--- config.mk ---
export PLATFORM = sky130hd
export DESIGN_NAME = pfa_walk
export DESIGN_NICKNAME = d
export VERILOG_FILES = /design/src/rtl/assert_macros.svh /design/src/rtl/pfa_pkg.sv /design/src/rtl/pfa_walk.sv
export SDC_FILE = /design/constraint.sdc
export NUM_CORES = 1
export LEC_CHECK = 0
export BUFFER_PORTS_ARGS = -buffer_cell sky130_fd_sc_hd__buf_2
export CORE_MARGIN = 5
export CORE_UTILIZATION = 35
export DETAILED_ROUTE_END_ITERATION = 16
export PLACE_DENSITY = 0.58
export SLEW_MARGIN = 20
export SYNTH_ARGS = -nofsm -noshare
export SYNTH_HDL_FRONTEND = slang
export SYNTH_SLANG_ARGS = --single-unit
--- constraint.sdc ---
create_clock -name clk_i -period 2.9 [get_ports clk_i]
set_input_delay 0.87 -clock clk_i [delete_from_list [all_inputs] [get_ports clk_i]]
set_output_delay 0.87 -clock clk_i [all_outputs]
set_load 0.05 [all_outputs]
--- src/rtl/assert_macros.svh ---
`ifndef ASSERT_MACROS_SVH
`define ASSERT_MACROS_SVH

// concurrent check on clk_i, held off while rst_ni is low
`define PFA_ASSERT(lbl, prop) \
  lbl: assert property (@(posedge clk_i) disable iff (!rst_ni) (prop)) \
    else $error("%m: check failed");

// condition that must never be seen on a clock edge
`define PFA_NEVER(lbl, cond) \
  lbl: assert property (@(posedge clk_i) disable iff (!rst_ni) !(cond)) \
    else $error("%m: forbidden condition seen");

`endif

--- src/rtl/pfa_pkg.sv ---
`default_nettype none

package pfa_pkg;

  localparam int FRAME_W   = 20;
  localparam int COUNT_W   = 16;
  localparam int PCOUNT_W  = 13;
  localparam int STATUS_W  = 3;
  localparam int CMD_W     = 2;
  localparam int CFG_IDX_W = 2;

  localparam logic [CFG_IDX_W-1:0] REG_BASE   = 2'd0;
  localparam logic [CFG_IDX_W-1:0] REG_PCOUNT = 2'd1;

  localparam logic [COUNT_W-1:0] COUNT_MAX = 16'hFFFF;

  typedef enum logic [CMD_W-1:0] {
    CMD_ALLOC = 2'd0,
    CMD_FREE  = 2'd1,
    CMD_INCR  = 2'd2,
    CMD_QUERY = 2'd3
  } cmd_e;

  typedef enum logic [STATUS_W-1:0] {
    ST_OK       = 3'd0,
    ST_NOMEM    = 3'd1,
    ST_RANGE    = 3'd2,
    ST_NOTALLOC = 3'd3,
    ST_OVERFLOW = 3'd4
  } status_e;

  // control from the sequencer to the search walker
  typedef struct packed {
    logic start;
    logic step;
  } walk_ctrl_t;

  // walker status back to the sequencer
  typedef struct packed {
    logic valid;
    logic exhausted;
  } walk_stat_t;

endpackage

`default_nettype wire

--- src/rtl/pfa_walk.sv ---
`default_nettype none

// outward search order: lower neighbour, then upper one, one candidate a cycle while stepped
module pfa_walk #(
  parameter int MAX_PAGES = 4096
) (
  input  wire logic                           clk_i,
  input  wire logic                           rst_ni,
  input  pfa_pkg::walk_ctrl_t                 ctrl_i,
  input  wire logic [$clog2(MAX_PAGES)-1:0]   last_i,
  input  wire logic [$clog2(MAX_PAGES):0]     size_i,
  output logic      [$clog2(MAX_PAGES)-1:0]   cand_o,
  output pfa_pkg::walk_stat_t                 stat_o
);

  import pfa_pkg::*;

  localparam int IDX_W = $clog2(MAX_PAGES);
  localparam int SW    = IDX_W + 3;

  logic signed [SW-1:0] lo_q, lo_d;
  logic signed [SW-1:0] hi_q, hi_d;
  logic                 side_q, side_d;
  logic signed [SW-1:0] cur;
  logic signed [SW-1:0] size_s;

  assign size_s = $signed({2'b00, size_i});
  assign cur    = side_q ? hi_q : lo_q;

  assign cand_o           = cur[IDX_W-1:0];
  assign stat_o.valid     = !cur[SW-1] && (cur < size_s);
  assign stat_o.exhausted = lo_q[SW-1] && !(hi_q < size_s);

  always_comb begin
    lo_d   = lo_q;
    hi_d   = hi_q;
    side_d = side_q;
    priority if (ctrl_i.start) begin
      lo_d   = $signed({3'b000, last_i}) - SW'(1);
      hi_d   = $signed({3'b000, last_i});
      side_d = 1'b0;
    end else if (ctrl_i.step) begin
      if (side_q) begin
        lo_d   = lo_q - SW'(1);
        hi_d   = hi_q + SW'(1);
        side_d = 1'b0;
      end else begin
        side_d = 1'b1;
      end
    end
  end

  always_ff @(posedge clk_i or negedge rst_ni) begin
    if (!rst_ni) begin
      lo_q   <= '0;
      hi_q   <= '0;
      side_q <= 1'b0;
    end else begin
      lo_q   <= lo_d;
      hi_q   <= hi_d;
      side_q <= side_d;
    end
  end

endmodule

`default_nettype wire
# Yosys cells after proc, flatten, opt, wreduce, memory -nomap -nowiden
# Cells that the tools add are included.
dict set report totals {
  regBits 31
  out_inout_bits 14
}
dict set report classes {
  muxes 10
  reduce_logical 7
  magnitude_cmp 2
  n_addsub 3
}
# cell n
set ops {}
lappend ops {{15-bit 2-to-1 mux} 7}
lappend ops {{15-bit by 14-bit less-than comparator with 1-bit output} 2}
lappend ops {{15-bit by 2-bit adder with 15-bit output (second input constant)} 1}
lappend ops {{15-bit by 2-bit subtractor with 15-bit output (second input constant)} 1}
lappend ops {{12-bit by 1-bit subtractor with 13-bit output (second input constant)} 1}
lappend ops {{2-bit nonzero test} 2}
lappend ops {{1-bit 2-to-1 mux} 3}
lappend ops {{1-bit logical AND} 2}
lappend ops {{1-bit logical NOT} 2}
lappend ops {{2-bit AND reduction} 1}

# Longest topological paths before layout
# Gate-level depths: netlist of the first run.
dict set report depth {
  word_depth 4
  depth_mapped 9
  mapped_depth_nobuf 7
}

# Worst setup path before layout of the first run
# OpenSTA, ideal clock, no wires.
dict set report synth_path {
  kind {register to output}
  startpoint {register side_q}
  endpoint {output port stat_o[1] (netlist name)}
  t_arrival_ps 3538
  t_required_ps 2030
  slack_ps -1508
  stages_incl_launch_ff 9
  cell_sequence {dfrtp_1 > buf_4 > clkbuf_1 > o21ai_0 > ha_1 > o21ai_0 > nor3b_1 > o41ai_1 > a41oi_1}
}
# element line
set synth_lines {}
lappend synth_lines {{start: declaration} pfa_walk.sv:23} ;# logic side_q, side_d;
lappend synth_lines {{start signal: assignment} pfa_walk.sv:61} ;# side_q <= side_d;
lappend synth_lines {{end: declaration} pfa_walk.sv:13} ;# output pfa_pkg::walk_stat_t stat_o

==> qor.txt, run 1 <==
Outcome: complete, but fails checks
Violated checks: setup timing
Req. time, crit path: 2030 ps
Critical path's top delay family: compound AO/OA/AOI/OAI gates
Row Count: 31
Die Height: 96.3 um
First-pass iteration count of the detailed router: 4
First-pass GRT wire length: 11,400 um
Per-cell routed wire length: 15.2 um
Final slew viol count: 0
Sw Pwr: 0.627 mW
DIE AREA: 9270 um^2
DP HPWL: 5580 um
Clk pwr share: 0.215
Primary FF master, synth: dfrtp_1
Register area: 776 um^2
Later-pin clock latency in the skew report: 290 ps
Initial antenna violation count: 0
Logic pwr share: 0.450
Crit-path cells: buf_4, mux2_4, ha_1, a21oi_2, nor2_1, a211oi_2, o41ai_4, a41oi_4, buf_6
Worst-Margin Slew: 710 ps
Total track usage: 0.160
Area growth, synth to finish: 40.2%
Hold depth: 1
CTS tree: yes
Total power: 1.57 mW
Die width: 96.3 um
Routed Antenna Nets: 0
DR vias: 2,337
YS warnings: 0
Area leader, netlist: dfrtp_1
Sink Count: 31
Cell count along the critical path: 9
CP arrival: 2390 ps
Slowest CP cell: dfrtp_1
Final min period: 3260 ps
1st-iter DRT viols: 176
Final hold slack: 564 ps
Cell area after synthesis: 2610 um^2
Inserted Clock Buffers: 5
Total of max-cap violations: 0
Layout Nets: 422
Final setup TNS: -535 ps
Pint: 0.944 mW
Setup Viol. Count Final: 2
Final hold vios: 0
Fraction of registers with async set/reset: 1.00
Min setup slack post-route: -358 ps
Area fraction of the dominant cell type after synthesis: 0.298
Clk root buf: clkbuf_8
Fin crit share: 1.12
Register bit total from synthesis: 31
WS Path Type: flip-flop to output port
Maximum vdd drop: 0.000165 V
P_leak: 1.58 nW
Synth unique cells: 46
CP bufs+invs: 2
FILL cells: 696
GR Overflow Total: 0
Worst-path fanout max: 9
Relative slew margins: 0.527
Sw frac: 0.399
PortBufs: 42
Startpoint types: flip-flop
Vias in the first global route: 2,329
Diode count: 0
Starting density of the core: 0.359
R2r worst-path depth: 6
Syn_area_per_cell: 8.78 um^2
Largest net degree at the start of global routing: 32
Worst-path clk slew: 70 ps
Share of cells above drive strength 1: 0.376
Via density per instance: 5.02
CTS H-tree lvls: 2
RSZ-0062 raised after global routing: yes
Area contributors post-synth: dfrtp_1 (30%), ha_1 (13%), xor2_1 (5.7%), nand2_1 (5.5%), xnor2_1 (5.4%)
Seq/Total Area, Yosys: 0.298
Multi-input gate area: 2070 um^2
Syn Nets: 353
Ports: 43
Max Freq: 307 MHz
DP Worst Slack: -401 ps
Routability cong.: 0.835
DRC: 0
Core area: 7250 um^2
Clock skew: 5.87 ps
CTS Buffer Depth: 2
HP Class: flip-flop to flip-flop
P per Cell Area: 430 nW/um^2
Seq pwr share: 0.335
Cells after Synth: 297
Routed WL: 7060 um
Max stage delay on crit path: 390 ps
Number of enable flip-flop cells after synthesis: 0
Critical Path End Type: output port
-- final cells by class --
type	count	area share
Multi-Input combinational cell	237	0.566
Inverter	20	0.0281
Timing Repair Buffer	71	0.137
Clock buffer	5	0.0188
Sequential cell	31	0.212
Clock inverter	3	0.00411
Tap cell	99	0.0339
-- cell usage after synthesis, types with 2 or more instances --
master / number
mux2_2: 12
nand4_1: 5
o21a_1: 4
o21ai_0: 22
nor3b_1: 2
mux2i_1: 4
and3_1: 4
nand2b_1: 2
or4_1: 2
xnor2_1: 16
o22a_2: 2
ha_1: 27
nand3_1: 5
xor2_1: 17
a21o_1: 2
a211oi_1: 4
nor2_1: 21
clkbuf_1: 7
inv_1: 20
nor3_1: 8
nor4_1: 4
nand2_1: 38
a21oi_1: 13
and2_1: 2
dfrtp_1: 31
and4_1: 3
-- repair_timing --
action,CTS,global route
gates resized for setup,27,6
gates cloned,0,0
pin swaps,14,2
setup buffers,0,2
setup endpoints to repair,2,2
hold buffers,0,0
-- power by group through the flow --
stage          sequential [mW]  clock (mW)  combinational [mW]
3_5_place_dp             0.533           0               0.639
4_1_cts                  0.525       0.345               0.689
6_report                 0.526       0.338               0.707
5_1_grt                  0.533       0.367               0.767
2_1_floorplan            0.530           0               0.438
3_3_place_gp             0.532           0               0.629
-- stage by stage --
step	cells	util	cell area (um^2)
final	466	0.504	3650
after global routing	466	0.504	3650
after CTS	464	0.496	3600
after detailed placement	457	0.464	3370
after global placement	457	0.464	3370
after floorplan	297	-	2880
-- per-layer routing --
metal	up-vias	part of all wire	track usage
met5	-	0	0
li1	1190	-	-
met3	9	0.038	0.0156
met4	0	0.015	0.0514
met1	1096	0.45	0.209
met2	42	0.49	0.278
-- layout by cell type, fill, tap and decap left out, drive strengths merged, types with 2 or more instances in the layout --
cell    netlist  final
nand2        38     38
and2          2      2
a21o          2      2
inv          20     20
o22a          2      2
nor4          5      5
and4          3      3
o41ai         2      2
a21oi        13     13
a211oi        4      4
o21ai        23     23
mux2         12     12
nand4         5      5
clkbuf        7      5
ha           27     27
mux2i         4      4
xnor2        16     16
nor2         21     21
nor3          9      9
nand2b        2      2
clkinv        0      3
or4           2      2
o21a          4      4
and3          5      5
xor2         17     17
nand3         5      5
buf           2     71
nor3b         2      2
dfrtp        31     31
nand4b        2      2
-- worst paths after layout --
| kind | startpoint | end | slack [ps] |
|---|---|---|---|
| min | lo_q[13] | lo_q[13] | 560 |
| min reg2reg | lo_q[13] | lo_q[13] | 560 |
| max in group asynchronous | rst_ni | hi_q[7] | 1810 |
| min in group asynchronous | rst_ni | hi_q[3] | 630 |
| max reg2reg | lo_q[3] | lo_q[13] | 950 |
| max | side_q | stat_o[1] | -360 |
-- state kept, by name, indices dropped and copies added (netlist names) --
name    count
hi_q       15
lo_q       15
side_q      1
-- logic make-up (layout without fill, tap and decap cells) --
logic type / count (synthesis) / after routing / share of synthesized area
and+or+nand+nor: 103 / 103 / 0.205
AOI/OAI and AO/OA: 58 / 58 / 0.144
xor gates and xnor gates: 33 / 33 / 0.111
DFF: 31 / 31 / 0.298
buffers and inverters: 29 / 99 / 0.0461
adders and majority gates: 27 / 27 / 0.130
muxes: 16 / 16 / 0.0672
Power figures use the tool's default switching activity.
==> inputs of run 2 (changes only) <==
--- a/config.mk
+++ b/config.mk
@@ -5,11 +5,12 @@
 export SDC_FILE = /design/constraint.sdc
 export NUM_CORES = 1
 export LEC_CHECK = 0
+export ABC_AREA = 1
 export BUFFER_PORTS_ARGS = -buffer_cell sky130_fd_sc_hd__buf_2
 export CORE_MARGIN = 5
 export CORE_UTILIZATION = 35
 export DETAILED_ROUTE_END_ITERATION = 16
-export PLACE_DENSITY = 0.58
+export PLACE_DENSITY = 0.57
 export SLEW_MARGIN = 20
 export SYNTH_ARGS = -nofsm -noshare
 export SYNTH_HDL_FRONTEND = slang
==> qor.txt, run 2 <==
Outcome: complete, but fails checks
Violated checks: setup timing
Critical path's top delay family: compound AO/OA/AOI/OAI gates
Worst r2r src: side_q
Critical path endpoint: stat_o[1]
Total track usage: 0.167
1st-iter DRT viols: 153
Min setup slack post-route: -14.2 ps
Area fraction of the dominant cell type after synthesis: 0.264
Inserted Clock Buffers: 5
Cells after Synth: 452
Most frequent CP cell: o21ai_2
Final setup TNS: -14.2 ps
Total of max-cap violations: 0
Commonest non-fill, non-tap cell in the layout: nand2_1
Sw frac: 0.426
Later-pin clock latency in the skew report: 280 ps
P_leak: 1.78 nW
First-pass iteration count of the detailed router: 4
HP Class: flip-flop to flip-flop
Pint: 0.893 mW
Primary FF master, synth: dfrtp_1
Logic pwr share: 0.444
Slowest CP cell: dfrtp_2
Share of cells above drive strength 1: 0.227
Relative slew margins: 0.522
CP startpoint: side_q
Most frequent cells in the layout: nand2_1 (110), nor2_1 (57), inv_1 (52)
Register bit total from synthesis: 31
CTS Buffer Depth: 2
Worst-path clk slew: 70 ps
Max stage delay on crit path: 490 ps
Final hold slack: 526 ps
# hold bufs at CTS: 0
YS warnings: 0
First-pass GRT wire length: 13,400 um
GR Overflow Total: 0
CP bufs+invs: 2
Via density per instance: 4.96
DIE AREA: 10,300 um^2
Cell area after synthesis: 2940 um^2
RSZ-0062 raised after global routing: yes
Syn_area_per_cell: 6.49 um^2
Cell count along the critical path: 8
Final slew viol count: 0
Worst-Margin Slew: 718 ps
CP arrival: 2040 ps
Row Count: 33
Max Freq: 343 MHz
Starting density of the core: 0.359
Syn Nets: 508
Sw Pwr: 0.662 mW
Final min period: 2910 ps
FILL cells: 886
DR vias: 3,013
Fin crit share: 1.00
Seq pwr share: 0.343
Number of enable flip-flop cells after synthesis: 0
Maximum vdd drop: 0.000177 V
Ports: 43
Biggest regs: hi_q: 15 flops, lo_q: 15 flops, side_q: 1 flops
Core area: 8180 um^2
CTS H-tree lvls: 2
Most frequent cell after synthesis: nand2_1
Initial antenna violation count: 0
Internal reg-to-reg setup slack: 1190 ps
Area leader, netlist: dfrtp_1
Largest net degree at the start of global routing: 32
Layout Nets: 557
Crit-path cells: buf_12, o21ai_2, ha_1, a21oi_1, o21a_1, o21ai_2, a21oi_4, buf_6
Final hold vios: 0
Diode count: 0
Worst reg2reg path endpoint: hi_q[14]
DP HPWL: 6420 um
PortBufs: 42
Vias in the first global route: 2,825
Routed WL: 8390 um
Sink Count: 31
Worst-path fanout max: 8
Area growth, synth to finish: 25.5%
Fraction of registers with async set/reset: 1.00
DRC: 0
R2r worst-path depth: 9
Routability cong.: 0.893
Area contributors post-synth: dfrtp_1 (26%), nand2_1 (15%), ha_1 (12%), nor2_1 (7.4%), inv_1 (6.9%)
Synth top cells by count: nand2_1 (118), nor2_1 (58), inv_1 (54)
Per-cell routed wire length: 13.8 um
CTS tree: yes
WS Path Type: flip-flop to output port
Synth unique cells: 34
Die Height: 102 um
Req. time, crit path: 2030 ps
Routed Antenna Nets: 0
Clk pwr share: 0.213
Critical Path End Type: output port
Startpoint types: flip-flop
Seq/Total Area, Yosys: 0.264
P per Cell Area: 422 nW/um^2
Setup Viol. Count Final: 1
Die width: 102 um
Clk root buf: clkbuf_8
Clock skew: 3.58 ps
-- run 2: worst min path at each step --
| stage | end | slack (ps) | start | depth (start not counted) |
|---|---|---|---|---|
| 2_1_floorplan | hi_q[12] | 480 | hi_q[12] | 1 |
| 3_3_place_gp | hi_q[0] | 520 | hi_q[0] | 1 |
| 3_5_place_dp | hi_q[0] | 520 | hi_q[0] | 1 |
| 4_1_cts | hi_q[0] | 530 | hi_q[0] | 1 |
| 5_1_grt | hi_q[12] | 570 | hi_q[12] | 1 |
| 6_report | hi_q[0] | 530 | hi_q[0] | 1 |
-- run 2: cell families after synthesis --
logic type / after synthesis / synth area share
and+or+nand+nor: 242 / 0.361
AOI/OAI and AO/OA: 75 / 0.139
buffers and inverters: 68 / 0.0929
DFF: 31 / 0.264
adders and majority gates: 27 / 0.115
xor gates and xnor gates: 9 / 0.0269
-- run 2: power groups by stage --
stage | Sequential [mW] | Combinational, mW | Clock [mW]
floorplan | 0.526 | 0.465 | 0
global placement | 0.534 | 0.618 | 0
detailed placement | 0.535 | 0.629 | 0
CTS | 0.531 | 0.669 | 0.342
global route | 0.539 | 0.768 | 0.362
finish | 0.533 | 0.690 | 0.331
-- run 2: cell type report --
class / instances / area [um^2] / share of cell area
Sequential cell: 31 / 777 / 0.211
Multi-Input combinational cell: 353 / 2130 / 0.578
Timing Repair Buffer: 52 / 348 / 0.0944
Clock inverter: 1 / 5.00 / 0.00136
Tap cell: 105 / 131 / 0.0357
Inverter: 58 / 218 / 0.0591
Clock buffer: 7 / 76.3 / 0.0207
-- run 2: stage by stage --
| stage | util | cell area [um^2] | std cells | power [mW] | worst slack (ps) |
|---|---|---|---|---|---|
| final | 0.451 | 3680 | 607 | 1.55 | -14.2 |
| after global routing | 0.451 | 3680 | 607 | 1.67 | -80.6 |
| after CTS | 0.439 | 3590 | 607 | 1.54 | -32.6 |
| after floorplan | - | 3050 | 452 | 0.991 | -205 |
| after global placement | 0.414 | 3390 | 595 | 1.15 | -39.2 |
| after detailed placement | 0.414 | 3390 | 595 | 1.16 | -75.0 |
-- run 2: repair_timing --
action | CTS | global route
gates cloned | 2 | 0
setup buffers | 2 | 0
pin swaps | 4 | 11
setup endpoints to repair | 2 | 2
resized for setup | 16 | 18
-- run 2: metal layers --
layer  routed length (um)  vias up  global-route usage
met5                    0        -                   0
met4                  128        0              0.0593
met3                  451       10              0.0193
met2                 3810       79               0.274
met1                 4000     1351               0.226
li1                     -     1573                   -
==> inputs of run 3 (changes only) <==
--- a/config.mk
+++ b/config.mk
@@ -6,7 +6,7 @@
 export NUM_CORES = 1
 export LEC_CHECK = 0
 export ABC_AREA = 1
-export BUFFER_PORTS_ARGS = -buffer_cell sky130_fd_sc_hd__buf_2
+export BUFFER_PORTS_ARGS = -buffer_cell sky130_fd_sc_hd__clkbuf_2
 export CORE_MARGIN = 5
 export CORE_UTILIZATION = 35
 export DETAILED_ROUTE_END_ITERATION = 16
==> qor.txt, run 3 (synthesis results as in run 2) <==
Worst-path clk slew: 70 ps
FILL cells: 832
Biggest regs: hi_q: 15 flops, lo_q: 15 flops, side_q: 1 flops
Outcome: finished clean
Internal reg-to-reg setup slack: 1120 ps
Clock skew: 4.16 ps
Fin crit share: 0.994
Ports: 43
Die width: 102 um
Max Freq: 347 MHz
Max stage delay on crit path: 490 ps
Total of max-cap violations: 0
Sw Pwr: 0.700 mW
First-pass iteration count of the detailed router: 4
Setup Viol. Count Final: 0
Sw frac: 0.431
DIE AREA: 10,300 um^2
# hold bufs at CTS: 0
DRC: 0
Inserted Clock Buffers: 5
Crit-path cells: buf_12, o21ai_4, ha_4, a21oi_1, nand2_1, nand2_1, nand2_2, a21oi_4, buf_12
Startpoint types: flip-flop
Min setup slack post-route: 18.5 ps
DR vias: 3,075
Routed Antenna Nets: 0
Starting density of the core: 0.359
Fin area: 3850 um^2
Pint: 0.923 mW
Commonest non-fill, non-tap cell in the layout: nand2_1
Largest net degree at the start of global routing: 32
P per Cell Area: 422 nW/um^2
WS Path Type: flip-flop to output port
Die Height: 102 um
Most frequent cells in the layout: nand2_1 (104), nor2_1 (56), inv_1 (50)
CP arrival: 2010 ps
First-pass GRT wire length: 13,700 um
HP Class: flip-flop to flip-flop
Routability cong.: 0.835
Final slew viol count: 0
1st-iter DRT viols: 157
CTS H-tree lvls: 2
Maximum vdd drop: 0.000156 V
Routed WL: 8650 um
RSZ-0062 raised after global routing: yes
Vias in the first global route: 2,877
Initial antenna violation count: 0
Worst-Margin Slew: 837 ps
Logic pwr share: 0.455
Via density per instance: 5.07
Layout Nets: 556
Final hold vios: 0
Clk pwr share: 0.210
Slowest CP cell: dfrtp_2
Share of cells above drive strength 1: 0.267
Total track usage: 0.167
Worst-path fanout max: 6
Post-Layout Cell Count: 606
Sink Count: 31
Diode count: 0
DP HPWL: 6490 um
Clk root buf: clkbuf_8
Area growth, synth to finish: 31.1%
Final min period: 2880 ps
Seq pwr share: 0.335
Post-Place Cell Area: 3400 um^2
CTS Buffer Depth: 2
Req. time, crit path: 2030 ps
DP Worst Slack: 1.34 ps
P_leak: 1.81 nW
Post-Place Cells: 592
Critical Path End Type: output port
Core area: 8180 um^2
Later-pin clock latency in the skew report: 280 ps
Row Count: 33
GR Overflow Total: 0
Critical path's top delay family: flip-flops
CP bufs+invs: 2
PortBufs: 42
Relative slew margins: 0.442
Total power: 1.62 mW
CTS tree: yes
Per-cell routed wire length: 14.3 um
-- run 3: cell count changes in the layout (fill, tap and decap cells not counted), moves of 2 or more --
cell,previous run,this run
clkbuf_2,0,38
nand2_1,110,104
buf_2,40,1
a21oi_2,5,9
buf_4,7,4
nand2_2,10,14
o21ai_4,8,10
inv_1,52,50
a21oi_1,25,21
ha_4,6,12
buf_12,1,3
o21ai_2,4,2
ha_1,21,14
nand2_4,2,4
-- run 3: metrics by stage --
stage	hold WS, ps	TNS (ps)	util
after global routing	565	-73.0	0.471
after floorplan	480	-205	-
after CTS	529	-4.30	0.428
final	527	0	0.471
after global placement	515	0	0.415
after detailed placement	518	0	0.415
-- run 3: layout make-up --
cell class / instances / area (um^2) / share of cell area
multi-input combinational: 353 / 2270 / 0.590
timing repair buffer: 51 / 369 / 0.0959
inverter: 58 / 220 / 0.0572
sequential: 31 / 777 / 0.202
clock buffer: 7 / 76.3 / 0.0198
clock inverter: 1 / 5.00 / 0.00130
tap: 105 / 131 / 0.0341
-- run 3: final timing paths --
check                      startpoint         to  cells after the start
setup reg to reg               side_q   hi_q[14]                      9
hold reg to reg               hi_q[0]    hi_q[0]                      1
hold / removal                hi_q[0]    hi_q[0]                      1
min in group asynchronous      rst_ni    hi_q[1]                      1
setup / recovery               side_q  stat_o[1]                      9
max in group asynchronous      rst_ni     side_q                      1
-- run 3: repair_timing --
action                     4_1_cts  5_1_grt
gates cloned                     0        3
setup endpoints to repair        1        2
pin swaps                        1       23
setup buffers                    0        3
gates resized for setup          7       50
-- run 3: power groups by stage --
stage | Clock [mW] | Combinational, mW | Sequential (mW)
after global placement | 0 | 0.621 | 0.540
after floorplan | 0 | 0.465 | 0.526
after CTS | 0.346 | 0.645 | 0.534
after global routing | 0.366 | 0.816 | 0.552
after detailed placement | 0 | 0.632 | 0.541
final | 0.341 | 0.739 | 0.544
-- run 3: layer usage --
metal / global-route usage / vias up / routed length [um]
met3: 0.0193 / 12 / 384
met4: 0.0552 / 0 / 170
met1: 0.239 / 1410 / 4160
met5: 0 / - / 0
met2: 0.261 / 83 / 3930
li1: - / 1570 / -
